**src/rtl/bie_pkg.sv**
```systemverilog
// ----------------------------------------------------------------------------
// bie_pkg
// Shared types, opcodes and constants of the bytecode instruction executor.
// ----------------------------------------------------------------------------
package bie_pkg;

   localparam int GENERAL_REGS_DEF = 16;
   localparam int MEM_DEPTH_DEF    = 65536;

   localparam int DATA_W      = 32;
   localparam int CSR_INDEX_W = 8;
   localparam int STATUS_W    = 3;

   localparam logic [CSR_INDEX_W-1:0] CSR_CODE_BASE   = 8'd0;
   localparam logic [CSR_INDEX_W-1:0] CSR_CODE_LENGTH = 8'd1;

   localparam int SPECIAL_COUNT = 9;
   localparam int SP_BASE  = 0;
   localparam int SP_IP    = 1;
   localparam int SP_LEN   = 2;
   localparam int SP_ADDR  = 6;
   localparam int SP_SYS   = 7;
   localparam int SP_FLAGS = 8;

   localparam logic [DATA_W-1:0] FLAG_LESS    = 32'h0000_0001;
   localparam logic [DATA_W-1:0] FLAG_EQUAL   = 32'h0000_0002;
   localparam logic [DATA_W-1:0] FLAG_GREATER = 32'h0000_0004;

   localparam logic [DATA_W-1:0] SVC_EXIT_NUM = 32'd1;
   localparam logic [DATA_W-1:0] SYS_EXIT     = 32'd1;
   localparam logic [DATA_W-1:0] SYS_ABORT    = 32'd2;

   localparam logic [STATUS_W-1:0] STAT_RUN     = 3'd0;
   localparam logic [STATUS_W-1:0] STAT_END     = 3'd1;
   localparam logic [STATUS_W-1:0] STAT_DIV0    = 3'd2;
   localparam logic [STATUS_W-1:0] STAT_INVALID = 3'd3;
   localparam logic [STATUS_W-1:0] STAT_ABORT   = 3'd4;

   localparam logic [7:0] OP_NOP      = 8'h00;
   localparam logic [7:0] OP_LDI      = 8'h01;
   localparam logic [7:0] OP_MOV      = 8'h02;
   localparam logic [7:0] OP_STI      = 8'h03;
   localparam logic [7:0] OP_ST       = 8'h04;
   localparam logic [7:0] OP_LD       = 8'h05;
   localparam logic [7:0] OP_SVCI     = 8'h06;
   localparam logic [7:0] OP_SVC      = 8'h07;
   localparam logic [7:0] OP_JEQ_IMM  = 8'h08;
   localparam logic [7:0] OP_JEQ_REG  = 8'h09;
   localparam logic [7:0] OP_JEQR_IMM = 8'h0A;
   localparam logic [7:0] OP_JEQR_REG = 8'h0B;
   localparam logic [7:0] OP_JNE_IMM  = 8'h0C;
   localparam logic [7:0] OP_JNE_REG  = 8'h0D;
   localparam logic [7:0] OP_JNER_IMM = 8'h0E;
   localparam logic [7:0] OP_JNER_REG = 8'h0F;
   localparam logic [7:0] OP_ADDI     = 8'h10;
   localparam logic [7:0] OP_ADD      = 8'h11;
   localparam logic [7:0] OP_SUBI     = 8'h12;
   localparam logic [7:0] OP_SUB      = 8'h13;
   localparam logic [7:0] OP_MULI     = 8'h14;
   localparam logic [7:0] OP_MUL      = 8'h15;
   localparam logic [7:0] OP_DIVI     = 8'h16;
   localparam logic [7:0] OP_DIV      = 8'h17;
   localparam logic [7:0] OP_ANDI     = 8'h18;
   localparam logic [7:0] OP_AND      = 8'h19;
   localparam logic [7:0] OP_ORI      = 8'h1A;
   localparam logic [7:0] OP_OR       = 8'h1B;
   localparam logic [7:0] OP_XORI     = 8'h1C;
   localparam logic [7:0] OP_XOR      = 8'h1D;
   localparam logic [7:0] OP_SHLI     = 8'h1E;
   localparam logic [7:0] OP_SHL      = 8'h1F;
   localparam logic [7:0] OP_SHRI     = 8'h20;
   localparam logic [7:0] OP_SHR      = 8'h21;
   localparam logic [7:0] OP_NOT      = 8'h22;
   localparam logic [7:0] OP_CMPI     = 8'h23;
   localparam logic [7:0] OP_CMP      = 8'h24;

   typedef enum logic [3:0] {
      S_CLEAR,
      S_IDLE,
      S_RD_B,
      S_RD_C,
      S_RD_D,
      S_RD_R0,
      S_RD_R1,
      S_EXEC,
      S_DIV,
      S_COMMIT
   } state_type;

   typedef enum logic [2:0] {
      SEL_B,
      SEL_C,
      SEL_D,
      SEL_R0,
      SEL_R1
   } sel_type;

   typedef struct packed {
      logic    accept;
      logic    clr;
      sel_type rd_sel;
      logic    cap_en;
      sel_type cap_sel;
      logic    exec;
      logic    div_start;
      logic    commit;
   } ctrl_cmd_type;

   typedef struct packed {
      logic div_go;
      logic div_done;
      logic clr_done;
      logic out_free;
   } dp_stat_type;

endpackage

```
**src/rtl/bie_ctrl.sv**
```systemverilog
// ----------------------------------------------------------------------------
// bie_ctrl
// Instruction sequencer: clear, accept, operand reads, execute, divide, commit.
// ----------------------------------------------------------------------------
module bie_ctrl (
   input  logic                  clock,
   input  logic                  reset,
   input  logic                  req_valid,
   input  bie_pkg::dp_stat_type  stat,
   output bie_pkg::ctrl_cmd_type cmd
);

   bie_pkg::state_type state_ff, state_in;

   always_comb begin
      state_in = state_ff;
      case (state_ff)
         bie_pkg::S_CLEAR:  if (stat.clr_done) state_in = bie_pkg::S_IDLE;
         bie_pkg::S_IDLE:   if (req_valid) state_in = bie_pkg::S_RD_B;
         bie_pkg::S_RD_B:   state_in = bie_pkg::S_RD_C;
         bie_pkg::S_RD_C:   state_in = bie_pkg::S_RD_D;
         bie_pkg::S_RD_D:   state_in = bie_pkg::S_RD_R0;
         bie_pkg::S_RD_R0:  state_in = bie_pkg::S_RD_R1;
         bie_pkg::S_RD_R1:  state_in = bie_pkg::S_EXEC;
         bie_pkg::S_EXEC:   state_in = stat.div_go ? bie_pkg::S_DIV : bie_pkg::S_COMMIT;
         bie_pkg::S_DIV:    if (stat.div_done) state_in = bie_pkg::S_COMMIT;
         bie_pkg::S_COMMIT: if (stat.out_free) state_in = bie_pkg::S_IDLE;
         default:           state_in = bie_pkg::S_IDLE;
      endcase
   end

   always_comb begin
      cmd = '{accept: 1'b0, clr: 1'b0, rd_sel: bie_pkg::SEL_B, cap_en: 1'b0,
              cap_sel: bie_pkg::SEL_B, exec: 1'b0, div_start: 1'b0, commit: 1'b0};
      case (state_ff)
         bie_pkg::S_CLEAR: cmd.clr = 1'b1;
         bie_pkg::S_IDLE:  cmd.accept = 1'b1;
         bie_pkg::S_RD_B:  cmd.rd_sel = bie_pkg::SEL_B;
         bie_pkg::S_RD_C: begin
            cmd.rd_sel  = bie_pkg::SEL_C;
            cmd.cap_en  = 1'b1;
            cmd.cap_sel = bie_pkg::SEL_B;
         end
         bie_pkg::S_RD_D: begin
            cmd.rd_sel  = bie_pkg::SEL_D;
            cmd.cap_en  = 1'b1;
            cmd.cap_sel = bie_pkg::SEL_C;
         end
         bie_pkg::S_RD_R0: begin
            cmd.rd_sel  = bie_pkg::SEL_R0;
            cmd.cap_en  = 1'b1;
            cmd.cap_sel = bie_pkg::SEL_D;
         end
         bie_pkg::S_RD_R1: begin
            cmd.rd_sel  = bie_pkg::SEL_R1;
            cmd.cap_en  = 1'b1;
            cmd.cap_sel = bie_pkg::SEL_R0;
         end
         bie_pkg::S_EXEC: begin
            cmd.cap_en    = 1'b1;
            cmd.cap_sel   = bie_pkg::SEL_R1;
            cmd.exec      = 1'b1;
            cmd.div_start = stat.div_go;
         end
         bie_pkg::S_DIV:    cmd.commit = 1'b0;
         bie_pkg::S_COMMIT: cmd.commit = stat.out_free;
         default:           cmd.commit = 1'b0;
      endcase
   end

   always_ff @(posedge clock) begin
      if (reset) begin
         state_ff <= bie_pkg::S_CLEAR;
      end else begin
         state_ff <= state_in;
      end
   end

endmodule

```
**config.mk**
```make
export PLATFORM = sky130hd
export DESIGN_NAME = bie_ctrl
export DESIGN_NICKNAME = d
export VERILOG_FILES = /design/src/rtl/bie_pkg.sv /design/src/rtl/bie_ctrl.sv
export SDC_FILE = /design/constraint.sdc
export NUM_CORES = 1
export LEC_CHECK = 0
export BUFFER_PORTS_ARGS = -buffer_cell sky130_fd_sc_hd__buf_2
export CAP_MARGIN = 0
export CORE_AREA = 2 2 39 41
export CTS_BUF_LIST = sky130_fd_sc_hd__clkbuf_4 sky130_fd_sc_hd__clkbuf_8
export CTS_CLUSTER_SIZE = 8
export DETAILED_ROUTE_END_ITERATION = 16
export DIE_AREA = 0 0 41 43
export HOLD_SLACK_MARGIN = 0.03
export MAX_ROUTING_LAYER = met4
export PLACE_DENSITY_LB_ADDON = 0.05
export SLEW_MARGIN = 40
export SYNTH_ARGS = -nofsm -noshare
export SYNTH_HDL_FRONTEND = slang
export SYNTH_SLANG_ARGS = --single-unit
```
**constraint.sdc**
```tcl
create_clock -name clock -period 1.48 [get_ports clock]
set_input_delay 0 -clock clock [delete_from_list [all_inputs] [get_ports clock]]
set_output_delay 0 -clock clock [all_outputs]
set_load 0.005 [all_outputs]
```
==> summary.md, run 1 <==
The flow ran to the end, and the final reports show no timing, DRC or antenna violations. The maximum buffer depth of the clock tree is 2, and the post-CTS setup repair buffer count is 0. For this run, the leading register cell type out of synthesis is dfxtp_1. At the worst endpoint, the required time is 1480 ps. The logs give 20.6% for the part of the Yosys area used for sequential elements and 0 for the final setup violation count. The number of nets handed over by synthesis was 52. The final layout contains routed wiring with a total length of 867 µm. In the routed design, unresolved DRC markers number 0. The tools report the total congestion overflow as 0. Summing all non-filler instances in the final layout gives an area of 499 µm².

Global routing used 10.1% of the available tracks across all layers. STA classifies the critical path startpoint as a flop. Dividing the synthesized area by the synthesized cell count gives 8.62 µm². For this configuration, the core starts out at a cell density of 28.0%. Clock skew on the completed layout was measured at 0.974 ps.

The number of DRC violations after detailed-routing iteration 0 came out at 3. The flip-flop count of the largest register, all copies and words added works out to 4. In the finished design, the share of the clock period the worst path needs comes to 92.0%. The maximum number of pins on one net before global-route repair was 16; the routability congestion estimate from global placement was 0.618.

In the final layout, the multi-input gates occupy 263 µm². The initialized floorplan defines 14 standard-cell rows. For the via count of the first global-routing pass, the log shows 285. The timing-limited maximum frequency is 0.734 GHz. In the post-synthesis netlist, the biggest area contributors are dfxtp_1, buf_6, mux2i_1.

The smallest clock period supported by the final layout is computed as 1360 ps. Fraction of final layout cells sized beyond drive strength 1: 46.9%. The tree is rooted in a clkbuf_4. The number of flops mapped to enable cells by yosys came out at 0. Cell taking the most area after synthesis: dfxtp_1. The register area was 82.6 µm².

The logs give 0 for the number of hold violations in the final report and 25 for the count of cell types in the netlist. The sort of element at the end of the critical path was a primary output. In this run the static leakage power is 0.250 nW. The tools report the standard cell core area as 1380 µm². The number of slew-limit violations in the final report came out at 0. The largest registers in the layout are state_ff x4. After filler insertion, the fill cell instance count of the layout stands at 151. Detailed routing inserted a total of 387 vias.

The total power divided by cell area was 725 nW/µm². Setup total negative slack on the finished layout was measured at 0 ps. For this design, the sink count on the clock tree is 4. During I/O placement, the number of pins put on the boundary was 19. The number of synthesized register bits was 4; the largest vdd supply drop was 0.370 mV. The post-placement cell area came out at 464 µm². Type of the worst setup path: flop to primary output.

After synthesis, the share of flip-flops with an asynchronous set or reset is 0%. The insertion delay of the later-clocked pin in the worst-skew pair is 230 ps. Synthesis produced 45 cells.

After clock tree synthesis, the clock-pin slew on the worst setup and hold paths is 40 ps. For this run, the post-layout net count is 73. Initial antenna violation count: 0. The top cell types in the final layout, fill and taps aside, are buf_2, nor3_1, nand2b_1, nor2_1. The die area came out at 1760 µm².

The register with the most flip-flops is state_ff. In this run the remaining antenna-violating nets after routing total 0. 0 antenna diodes ended up in the layout.

Critical path data arrival time: 1360 ps. Across the run, the number of max-cap violations was 0. Setup repair after global routing left no endpoint under its margin. Measured against its own limit, the worst slew margin works out to 64.0%.

The cell area that synthesis handed to floorplanning was 388 µm². For the pin with the worst max-slew slack, the measured transition is 539 ps. In the final routed layout, each cell accounts on average for 10.8 µm. Yosys printed 0 warnings. Top cell type's share of synthesized area: 20.6%. Counting the buffers created by CTS gives 3. The detailed placement HPWL was 643 µm; the total iterations of the first detailed-routing run was 4. Critical-path maximum fanout: 10.

Measured along the y axis, the die boundary spans 43 µm. Count of port buffers added during placement: 18. Relative to the synthesized area, the layout overhead comes to 28.7%.

The run gives 1190 µm as the wire length of the first global-routing pass. The via density per instance works out to 4.84. In this run the horizontal extent of the chip is 41 µm. The worst register-to-register path has a setup slack of 230 ps. The most common library cell in the layout ignoring fill and taps was buf_2. For the total number of H-tree levels, the log shows 1.

TritonCTS built the clock tree. The class of the tightest hold or removal check was primary input to flop.
[logic make-up after synthesis]
kind of cell              Yosys count  synth area share, %
and+or+nand+nor                    24                 40.3
AOI/OAI and AO/OA                   7                 15.2
buffers and inverters               5                 11.6
DFF                                 4                 20.6
muxes                               3                 7.74
xor gates and xnor gates            2                 4.52
[cells in the mapped netlist (all sizes together), types with 2 or more instances]
| cell | number |
|---|---|
| nor3 | 6 |
| and2 | 2 |
| nand2b | 4 |
| mux2i | 3 |
| dfxtp | 4 |
| nor2 | 4 |
| and4b | 2 |
| a21oi | 2 |
| xor2 | 2 |
| buf | 4 |
[per-layer routing]
layer,GRT usage [%],wire length [µm]
met5,-,0
met1,13.8,419
met2,13.4,404
met4,6.00,0
met3,1.57,43
[worst paths after layout]
check | depth (start not counted) | to | startpoint
setup / recovery | 5 | cmd[9] | state_ff[3]
hold / removal | 4 | state_ff[1] | req_valid
setup reg to reg | 3 | state_ff[3] | state_ff[1]
hold reg to reg | 2 | state_ff[0] | state_ff[3]
[final cells by class]
| class | instances | area share [%] |
|---|---|---|
| Sequential cell | 4 | 16.5 |
| Tap cell | 16 | 4.01 |
| Multi-Input combinational cell | 36 | 52.6 |
| Inverter | 1 | 0.752 |
| Timing Repair Buffer | 20 | 21.6 |
| Clock buffer | 3 | 4.51 |
[per-stage QoR]
stage                     util, %  cells  power, W  setup slack, ps  hold slack (ps)
after detailed placement     33.5     76  0.000232              236              243
after global placement       33.5     76  0.000232              241              242
after floorplan                 -     45  0.000208              440             66.2
final                        36.1     80  0.000362              118              158
after global routing         36.1     80  0.000390             26.0              175
after CTS                    35.9     80  0.000370             19.9              153
[critical path, stage by stage, from the launching register on]
cell,delay [ps]
dfxtp_1,400
buf_4,200
nand2b_1,190
nor2_1,70
and2_1,150
buf_2,120
[power by group]
group | internal [W] | switching, W
clock network | 0.0000903 | 0.0000388
logic | 0.0000501 | 0.0000401
registers | 0.000116 | 0.0000260
[what timing repair did]
action | CTS | global route
hold endpoints to repair | 3 | 0
hold buffers | 1 | 0
gates resized for setup | 0 | 2
endpoints found under the setup margin | 0 | 2
Power figures use the tool's default switching activity.
==> inputs of run 2 (changes only) <==
REMOVE_ABC_BUFFERS = 1   (was unset)
==> summary.md, run 2 (synthesized netlist as in run 1, its figures left out) <==
The ratio of final minimum period to clock period is 90.0% (-2.0 points). The most common library cell in the layout ignoring fill and taps was buf_2. Critical-path maximum fanout: 15 (+5). The post-placement cell area was 472 µm² (+1.6%). The tools report the detailed placement HPWL as 674 µm (+4.8%). The worst setup path is launched from a flop.

The flow ran to the end, and the final reports show no timing, DRC or antenna violations. The initial antenna violation count is 0 (unchanged), and the clock group share of total power is 35.7% (about the same). The total number of H-tree levels is 1 (unchanged), and the growth of design area from synthesis to finish is 30.6%. The via density per instance was 4.64 (-4.0%).

The total power divided by cell area is 724 nW/µm² (about the same). The tools report the number of ports placed on the die boundary as 19 (unchanged). The portion of total power attributed to sequential cells is 37.3% (-2.1 points), and the time the final worst path needs with I/O delays and setup is 1330 ps (-29.9 ps). The die area was 1760 µm² (unchanged); the number of sinks driven by the clock tree was 4 (unchanged). The number of rows created at floorplan is 14 (unchanged).

The detailed-route wire length per cell is 11.0 µm (+1.4%), and the utilization after layout is 36.6% (+0.54 points). The footprint of the multi-input gates was 263 µm² (unchanged). Leaving out fill and tap cells, the most frequent cells in the layout are buf_2, nor3_1, nand2b_1, nor2_1. The largest individual stage delay along the critical path comes from the cell dfxtp_1.

The wire length of the first global-routing pass is 1320 µm (+12%). The power consumption was 0.000367 W (+1.5%). The final setup violation count is 0 (unchanged), and the headroom to the max-slew limit is 64.9% (+0.82 points).

The run gives 0.000107 W (+2.0%) as the net switching power. The number of fill cells came out at 156 (+3.3%). The maximum number of pins on one net before global-route repair is 16 (unchanged).

The number of inserted diodes was 0 (unchanged); the total of max-cap violations was 0 (unchanged). For the layout net count, the log shows 74 (+1.4%). For the routability congestion estimate from global placement, the log shows 0.595 (-3.7%). The flop-to-flop setup slack came out at 220 ps (about the same). The sum of negative setup slack is 0 ps (unchanged), and the maximum clock skew at final layout is 3.13 ps (+2.15 ps). Startpoint of the worst-slack reg-to-reg timing path: state_ff[1]. The register area is 82.6 µm² (unchanged). The actual transition at the worst max-transition pin was 526 ps (-12.3 ps); the number of DRC violations after detailed-routing iteration 0 was 6 (+3). For the worst hold slack across all endpoints, the log shows 190 ps (+31.7 ps). The count of port buffers added during placement was 18 (unchanged); the leakage power total was 0.256 nW (+2.1%). The CTS root buffer is clkbuf_4.

The number of slew-limit violations in the final report is 0 (unchanged), and the flip-flop count of the largest register, all copies and words added is 4 (unchanged). Number of hold violations in the final report: 0 (unchanged). The total congestion overflow is 0 (unchanged).

Largest vdd supply drop: 0.282 mV (-24%). The tightest min-delay check is of the primary input to flop type. The total iterations of the first detailed-routing run was 3 (-1). The total non-filler cell area in the finished layout was 507 µm² (+1.5%); the starting density of the core was 28.0% (unchanged). The critical path is of the flop to primary output type. The number of cells on the worst reg-to-reg path was 3 (unchanged).

Critical path's largest stage delay: 640 ps (+240 ps). Required time at the worst-slack endpoint: 1480 ps (about the same). Via count of the first global-routing pass: 298 (+4.6%).

The critical path goes through nor3b_1, and3_1, buf_2. The startpoint identified for the worst hold timing path is req_valid. The worst hold path terminates at state_ff[1].

The run gives 0 (unchanged) as the number of antenna-violating nets in the routed design. Timing-limited maximum frequency: 0.751 GHz (+2.2%). Ranked by flip-flop count, first place goes to state_ff. The share of total power consumed by net switching came out at 29.1% (+0.14 points).

TritonCTS built the clock tree. The number of cells on the worst hold path came out at 4 (unchanged). The worst setup path is captured at a primary output.

The die boundary width is 41 µm (unchanged). The logs give 376 (-2.8%) for the via count and 3 (unchanged) for the number of CTS-inserted buffers. The fraction of final layout cells sized beyond drive strength 1 is 47.7% (+0.82 points), and the maximum buffer depth of the clock tree is 2 (unchanged). The tools report the standard cell core area as 1380 µm² (unchanged).

The worst register-to-register path ends at state_ff[3]. Insertion delay of the later-clocked pin in the worst-skew pair: 230 ps (about the same). The run gives 0 (unchanged) as the post-CTS setup repair buffer count. In the final layout, the registers with the most flip-flops are state_ff x4. Tracing the worst setup path back leads to its startpoint at state_ff[1]. For the sum of routed wire length over all layers, the log shows 890 µm (+2.7%). Setup repair after global routing left no endpoint under its margin.

The run gives 0.000260 W (+1.3%) as the cell internal power dissipation. The clock-pin slew on the worst setup and hold paths was 30 ps (about the same); the total track usage was 11.0% (+0.91 points). The chip height is 43 µm (unchanged), and the power share of the combinational group is 27.1% (+2.2 points).

The critical path data arrival time was 1330 ps (-30 ps); the detailed-route DRC error count was 0 (unchanged).
[run 2: final cells by class]
type	instances	area share, %
clock buffers	3	4.44
inverters	1	0.741
multi-input cells	36	51.9
flip-flops and latches	4	16.3
well taps	16	3.95
repair buffers	21	22.7
[run 2: worst max-delay path by stage]
stage / depth (start not counted) / end / slack (ps)
after floorplan: 3 / state_ff[3] / 310
after global placement: 3 / state_ff[3] / 230
after detailed placement: 3 / state_ff[3] / 210
after CTS: 5 / cmd[9] / 3
after global routing: 4 / cmd[7] / 40
final: 3 / cmd[0] / 150
[run 2: layer usage]
layer  track usage (%)  part of all wire [%]  vias up
met5                 -                     0        -
met4              2.00                     0        0
met3              4.71                   5.8        0
met2              13.8                    40       12
met1              16.3                    54      162
li1                  -                     -      202
[run 2: power groups by stage]
stage                     registers [W]  clock network [W]   logic, W
after global routing           0.000139           0.000147   0.000111
after CTS                      0.000137           0.000140   0.000101
final                          0.000137           0.000131  0.0000994
after detailed placement       0.000138                  0  0.0000982
after global placement         0.000139                  0   0.000100
after floorplan                0.000136                  0  0.0000590
[run 2: per-stage QoR]
stage	std cells	worst slack, ps
after CTS	81	3.42
after global routing	81	39.2
after detailed placement	77	211
after global placement	77	235
after floorplan	41	306
final	81	148
[run 2: what timing repair did]
item                                    CTS  global route
endpoints found under the setup margin    0             2
hold endpoints to repair                  3             0
gates resized for setup                   0             2
hold buffers                              1             0
[run 2: worst max-delay path: cells and delay by family, from the launching register on]
| family | cells | cell delay (ps) |
|---|---|---|
| simple gates | 2 | 350 |
| buf+inv | 1 | 120 |
| flops | 1 | 640 |
